==> src/rtl/pica_pkg.sv <==
`timescale 1ns / 1ps
// ----------------------------------------------------------------------------
// pica_pkg: shared types and constants of the PI controller
// Word type of the shared arithmetic unit, its operation codes, register
// indexes, reset values and saturation codes.
// ----------------------------------------------------------------------------
package pica_pkg;

	localparam int DW       = 50;	// shared unit word: holds sums of 48-bit terms
	localparam int INTEG_W  = 48;
	localparam int ERR_W    = 17;
	localparam int GAIN_W   = 24;
	localparam int VOLT_W   = 16;
	localparam int DUTY_W   = 16;
	localparam int CFG_W    = 24;
	localparam int CFG_IDX_W = 3;
	localparam int LIMIT_SHIFT = 20;
	localparam int MUL_A_W  = 25;
	localparam int MUL_B_W  = 18;
	localparam int PROD_W   = MUL_A_W + MUL_B_W;

	typedef logic signed [DW-1:0]      word_t;
	typedef logic signed [INTEG_W-1:0] integ_t;

	typedef logic [1:0] alu_op_t;
	localparam alu_op_t ALU_ADD = 2'd0;
	localparam alu_op_t ALU_SUB = 2'd1;
	localparam alu_op_t ALU_MUL = 2'd2;

	typedef struct packed {
		alu_op_t op;
		word_t   a;
		word_t   b;
	} alu_req_t;

	typedef logic [CFG_IDX_W-1:0] reg_idx_t;
	localparam reg_idx_t REG_SETPOINT = 3'd0;
	localparam reg_idx_t REG_KP_GAIN  = 3'd1;
	localparam reg_idx_t REG_KI_GAIN  = 3'd2;
	localparam reg_idx_t REG_DUTY_MAX = 3'd3;
	localparam reg_idx_t REG_DUTY_MIN = 3'd4;
	localparam reg_idx_t REG_PERIOD   = 3'd5;

	localparam logic [VOLT_W-1:0] RST_SETPOINT = 16'd13517;
	localparam logic [GAIN_W-1:0] RST_KP_GAIN  = 24'd838861;
	localparam logic [GAIN_W-1:0] RST_KI_GAIN  = 24'd8389;
	localparam logic [DUTY_W-1:0] RST_DUTY_MAX = 16'd58982;
	localparam logic [DUTY_W-1:0] RST_DUTY_MIN = 16'd6554;
	localparam logic [DUTY_W-1:0] RST_PERIOD   = 16'd1000;

	typedef logic [1:0] sat_t;
	localparam sat_t SAT_NONE = 2'd0;
	localparam sat_t SAT_HIGH = 2'd1;
	localparam sat_t SAT_LOW  = 2'd2;

	// clip a unit word to the signed 48-bit range
	function automatic integ_t sat48(input word_t v);
		integ_t r;
		if ((v[DW-1:INTEG_W-1] == '0) || (v[DW-1:INTEG_W-1] == '1))
			r = v[INTEG_W-1:0];
		else if (v[DW-1])
			r = {1'b1, {(INTEG_W-1){1'b0}}};
		else
			r = {1'b0, {(INTEG_W-1){1'b1}}};
		return r;
	endfunction

endpackage

==> src/rtl/pica_alu.sv <==
`timescale 1ns / 1ps
// ----------------------------------------------------------------------------
// pica_alu: shared arithmetic unit
// Add, subtract or 25x18 signed multiply; result registered every cycle.
// ----------------------------------------------------------------------------
module pica_alu
	import pica_pkg::*;
(
	input  logic     clk,
	input  alu_req_t req,
	output word_t    res
);

	logic signed [PROD_W-1:0] prod;
	word_t                    res_d;
	word_t                    res_q;

	assign prod = $signed(req.a[MUL_A_W-1:0]) * $signed(req.b[MUL_B_W-1:0]);

	always_comb begin
		unique case (req.op)
			ALU_ADD: res_d = req.a + req.b;
			ALU_SUB: res_d = req.a - req.b;
			ALU_MUL: res_d = {{(DW-PROD_W){prod[PROD_W-1]}}, prod};
			default: res_d = '0;
		endcase
	end

	always_ff @(posedge clk) begin
		res_q <= res_d;
	end

	assign res = res_q;

endmodule

==> config.mk <==
export PLATFORM = sky130hd
export DESIGN_NAME = pica_alu
export DESIGN_NICKNAME = d
export VERILOG_FILES = /design/src/rtl/pica_pkg.sv /design/src/rtl/pica_alu.sv
export SDC_FILE = /design/constraint.sdc
export NUM_CORES = 1
export LEC_CHECK = 0
export BUFFER_PORTS_ARGS = -buffer_cell sky130_fd_sc_hd__buf_2
export CAP_MARGIN = 20
export CORE_UTILIZATION = 60
export DETAILED_ROUTE_END_ITERATION = 12
export GPL_ROUTABILITY_DRIVEN = 0
export PLACE_DENSITY = 0.82
export SYNTH_ARGS = -nofsm -noshare
export SYNTH_HDL_FRONTEND = slang
export SYNTH_SLANG_ARGS = --single-unit
==> constraint.sdc <==
create_clock -name clk -period 23 [get_ports clk]
set_clock_uncertainty 0.1 [all_clocks]
set_input_delay 3.45 -clock clk [delete_from_list [all_inputs] [get_ports clk]]
set_output_delay 3.45 -clock clk [all_outputs]
set_load 0.01 [all_outputs]
Word level (Yosys, flattened, before mapping)
Index checks and enable logic that the tools add are counted.

word-level totals
  register bits = 50
  input bits = 103
  output and inout port bits = 50
  logic and storage cells = 8

cells by class
  $add $sub $neg = 2
  multipliers = 1
  equality and inequality tests = 2
  mux-type cells = 1
  reduce and logical (&&, ||, !) cells = 1

operator list
  cell                                                              count
  50-bit one-hot mux with 3 select lines                            1
  50-bit adder                                                      1
  50-bit subtractor                                                 1
  25-bit by 18-bit multiplier with 43-bit output                    1
  2-bit by 1-bit == test with 1-bit output (second input constant)  1
  2-bit == test (second input constant)                             1
  2-bit logical NOT                                                 1

Logic depth before layout (Yosys ltp)
  depth after elaboration = 2
  gate-level depth with buffers = 26
  gate-level depth less buffers = 23

Least setup slack after synthesis
OpenSTA, ideal clock, no wires.

  path type = input to register
  start = in req[3] (netlist bit)
  end = reg res_q[43] (netlist: res[43])
  library setup time = 0.127 ns
  arrival = 9.814 ns
  required time = 22.773 ns
  slack = 12.959 ns
  cell stages on the path = 24
  buffers on the path = 2
  path through = clkbuf_1 buf_1 nand2_1 fa_1 inv_1 fa_1 inv_1 fa_1 inv_1 fa_1 fa_1 inv_1 fa_1 inv_1 ha_1 a21oi_1 a21boi_0 a31oi_1 and3_1 o221ai_1 o211ai_1 a31oi_1 mux2_2 or3_1

on the way
  word-level cells in the longest chain between the ends = 2
  elaborated cells on any way between the ends = 4
  classes of those cells = add/sub: 2; mul: 1; mux: 1

RTL lines
  what                                                                          line            text
  start, declared                                                               pica_alu.sv:10  input alu_req_t req,
  25-bit by 18-bit multiplier with 43-bit output, or another cell as far along  pica_alu.sv:18  assign prod = $signed(req.a[MUL_A_W-1:0]) * $signed(req.b[MUL_B_W-1:0]);
  50-bit one-hot mux with 3 select lines (*)                                    pica_alu.sv:21  unique case (req.op)
  named net res_d[43]                                                           pica_alu.sv:15  word_t res_d;
  end signal, assigned                                                          pica_alu.sv:30  res_q <= res_d;
  end, declared                                                                 pica_alu.sv:16  word_t res_q;

Mark *: on every way through the listed nets, which the timed path passes. The rest lies on a longest branch.

Worst setup path in the final report
Same ends and word-level chain as after synthesis.

==> run_results.csv <==
group,metric,value,unit
routing,wl_met2,27900,µm
cells_and_area,final_cell_mix,"521 x inv_1, 442 x fa_1, 324 x nand2_1",
timing,min_period,10.57,ns
die,ios,153,
synthesis,synth_top_area_share,0.418,
cells_and_area,area_growth,5.00,%
worst_setup_path,crit_top_cell,"fa_1",
timing,fin_setup_tns,0,ns
run,drv_cap,0,
global_routing,grt_pass1_vias,19300,
timing,rsz0062_at_grt,"false",
timing,finalCritPeriodShare,0.460,
clock_tree,cts_tree,"yes",
synthesis,synth_edf_count,0,
synthesis,synthCells,2491,
run_status,status,"completed",
die,fp.dieH,190,µm
synthesis,synth-seq-area-share,0.0472,
cells_and_area,layout_commonest_cell,"inv_1",
global_routing,grt.overflow.total,0,
routing,wire_per_inst,19.2,µm
clock_tree,h-tree-depth,2,
die,die_x,190,µm
timing,relSlewSlack,0.373,
die,die_area,36100,µm²
die,initial_core_util,0.612,
place,port_buffers,152,
clock_tree,clockBufferDepth,2,
clock_tree,clk_pin_slew,0.08,ns
die,core,34600,µm²
clock_tree,clk_root_buffer_cell,"clkbuf_16",
routing,met3_length,4990,µm
routing,drt-met1-wl,21500,µm
synthesis,synth_area,21200,µm²
clock_tree,numCtsBuffers,5,
synthesis,yosysWarnings,0,
global_routing,grt_pass1_wl,95700,µm
routing,topRoutingLayerUsed,"met5",
cells_and_area,largest_reg_flops,50,
worst_setup_path,end_kind,"flip-flop",
clock_tree,post_cts.repair.setup_buffers,0,
routing,wl,57400,µm
routing,drc,0,
worst_setup_path,worstPathCellList,"buf_2, nand2_1, inv_1, fa_1, inv_1, fa_1, fa_1, inv_1, fa_1, fa_1, inv_1, fa_1, inv_1, ha_1, a211oi_1, nand2_1, a311o_1, nand2b_1, o221ai_1, o211ai_1, a31oi_1, mux2_2, or3_1",
clock_tree,hold_buffers,0,
timing,setup_viol,0,
routing,routed_via_density,5.95,
cells_and_area,layout-drive-gt1-share,0.0762,
worst_setup_path,worstSetupPathType,"input port to flip-flop",
routing,drt.antenna.violating_nets,0,
worst_hold_path,hold_path_class,"input port to flip-flop",
worst_setup_path,cp_slowest_cell,"o221ai_1",
timing,finalHoldViolCount,0,
timing,tightest_slew,0.938,ns
routing,drt_first_pass_iters,6,
synthesis,synth_cell_types,73,
synthesis,synth_async_sr_flop_share,0,
clock_tree,clock-sinks,50,
place,dp_hpwl,46300,µm
routing,drt_iter0_markers,1530,
die,num_rows,68,
clock_tree,cts.repair.resized,0,
synthesis,synth_area_per_cell,8.51,µm²
routing,vias,17800,
synthesis,ys_ff_latch,50,
global_routing,grt_max_degree,60,
worst_setup_path,crit_fanout,28,
global_routing,antenna_found_initial,2,
worst_setup_path,cpPeakStageDelay,0.53,ns
worst_setup_path,arrival,10.65,ns
global_routing,grtUsageTotal,0.338,
synthesis,synthFlopType,"dfxtp_1",
worst_setup_path,critPathRequiredTime,23.08,ns
worst_setup_path,crit_path_start_kind,"input port",
synthesis,yosysTopAreaCell,"fa_1",
synthesis,netlist_top_cells_area,"fa_1 42%, ha_1 9.3%, inv_1 9.2%",
cells_and_area,final_nets,3235,
timing,slew_violations,0,
timing,max_freq,0.0946,GHz
synthesis,synthesis.nets,3194,
==> critical path: cells and delay by family <==
kind	cells	cell delay, ns
AO/OA/AOI/OAI	5	1.65
buffers and inverters	6	0.97
AND/OR/NAND/NOR	4	0.85
multiplexers	1	0.44
adder cells (fa/ha/maj)	7	3.26
==> metrics by stage <==
stage / cells / setup WS [ns] / hold slack [ns] / cell area [µm²] / utilization
final: 2992 / 12.43 / 3.61 / 22200 / 0.643
after detailed placement: 2980 / 12.22 / 3.74 / 22100 / 0.638
after global routing: 2989 / 12.12 / 3.62 / 22200 / 0.642
after floorplan: 2491 / 12.96 / 3.57 / 21200 / -
after global placement: 2980 / 12.45 / 3.75 / 22100 / 0.638
after CTS: 2988 / 12.53 / 3.57 / 22200 / 0.642
==> Yosys cell counts (12+ instances only) <==
cell	n
nand2b_1	17
inv_1	521
and2_1	162
o211ai_1	12
xnor2_1	71
a21o_1	44
nand3_1	16
a21oi_1	88
nand4_1	17
ha_1	158
clkbuf_1	111
nand2_1	324
o21ai_0	50
dfxtp_1	50
fa_1	442
a31oi_1	19
o21bai_1	13
o22ai_1	31
nor3_1	18
nor2_1	86
xor2_1	62
==> layer usage <==
layer,GRT usage,up-vias
met5,0,-
li1,-,7763
met3,0.0439,224
met2,0.579,962
met1,0.427,8844
met4,0.148,2
==> final cells by class <==
type	instances	area, µm²
Inverter	521	1960
Sequential cell	50	1000
Clock inverter	2	16.3
Fill cell	2771	12400
Timing Repair Buffer	156	791
Multi-Input combinational cell	1798	17800
Antenna cell	4	10.0
Tap cell	455	569
Clock buffer	6	139
==> logic make-up after synthesis <==
kind of cell	Yosys count	synth area share
AO/OA/AOI/OAI	348	0.107
XOR/XNOR	134	0.0557
multiplexers	7	0.00348
adder cells (fa/ha/maj)	600	0.511
flip-flops	50	0.0472
buffers and inverters	643	0.114
AND/OR/NAND/NOR	709	0.162
==> final timing paths <==
| check | slack, ns | endpoint | cells after the start | from |
|---|---|---|---|---|
| min | 3.61 | res[0]$_DFF_P_ | 3 | req[100] |
| max | 12.43 | res[43]$_DFF_P_ | 23 | req[3] |
Power is not shown: default switching activity piles up to over one toggle a cycle in this logic, so the estimate is an artifact.
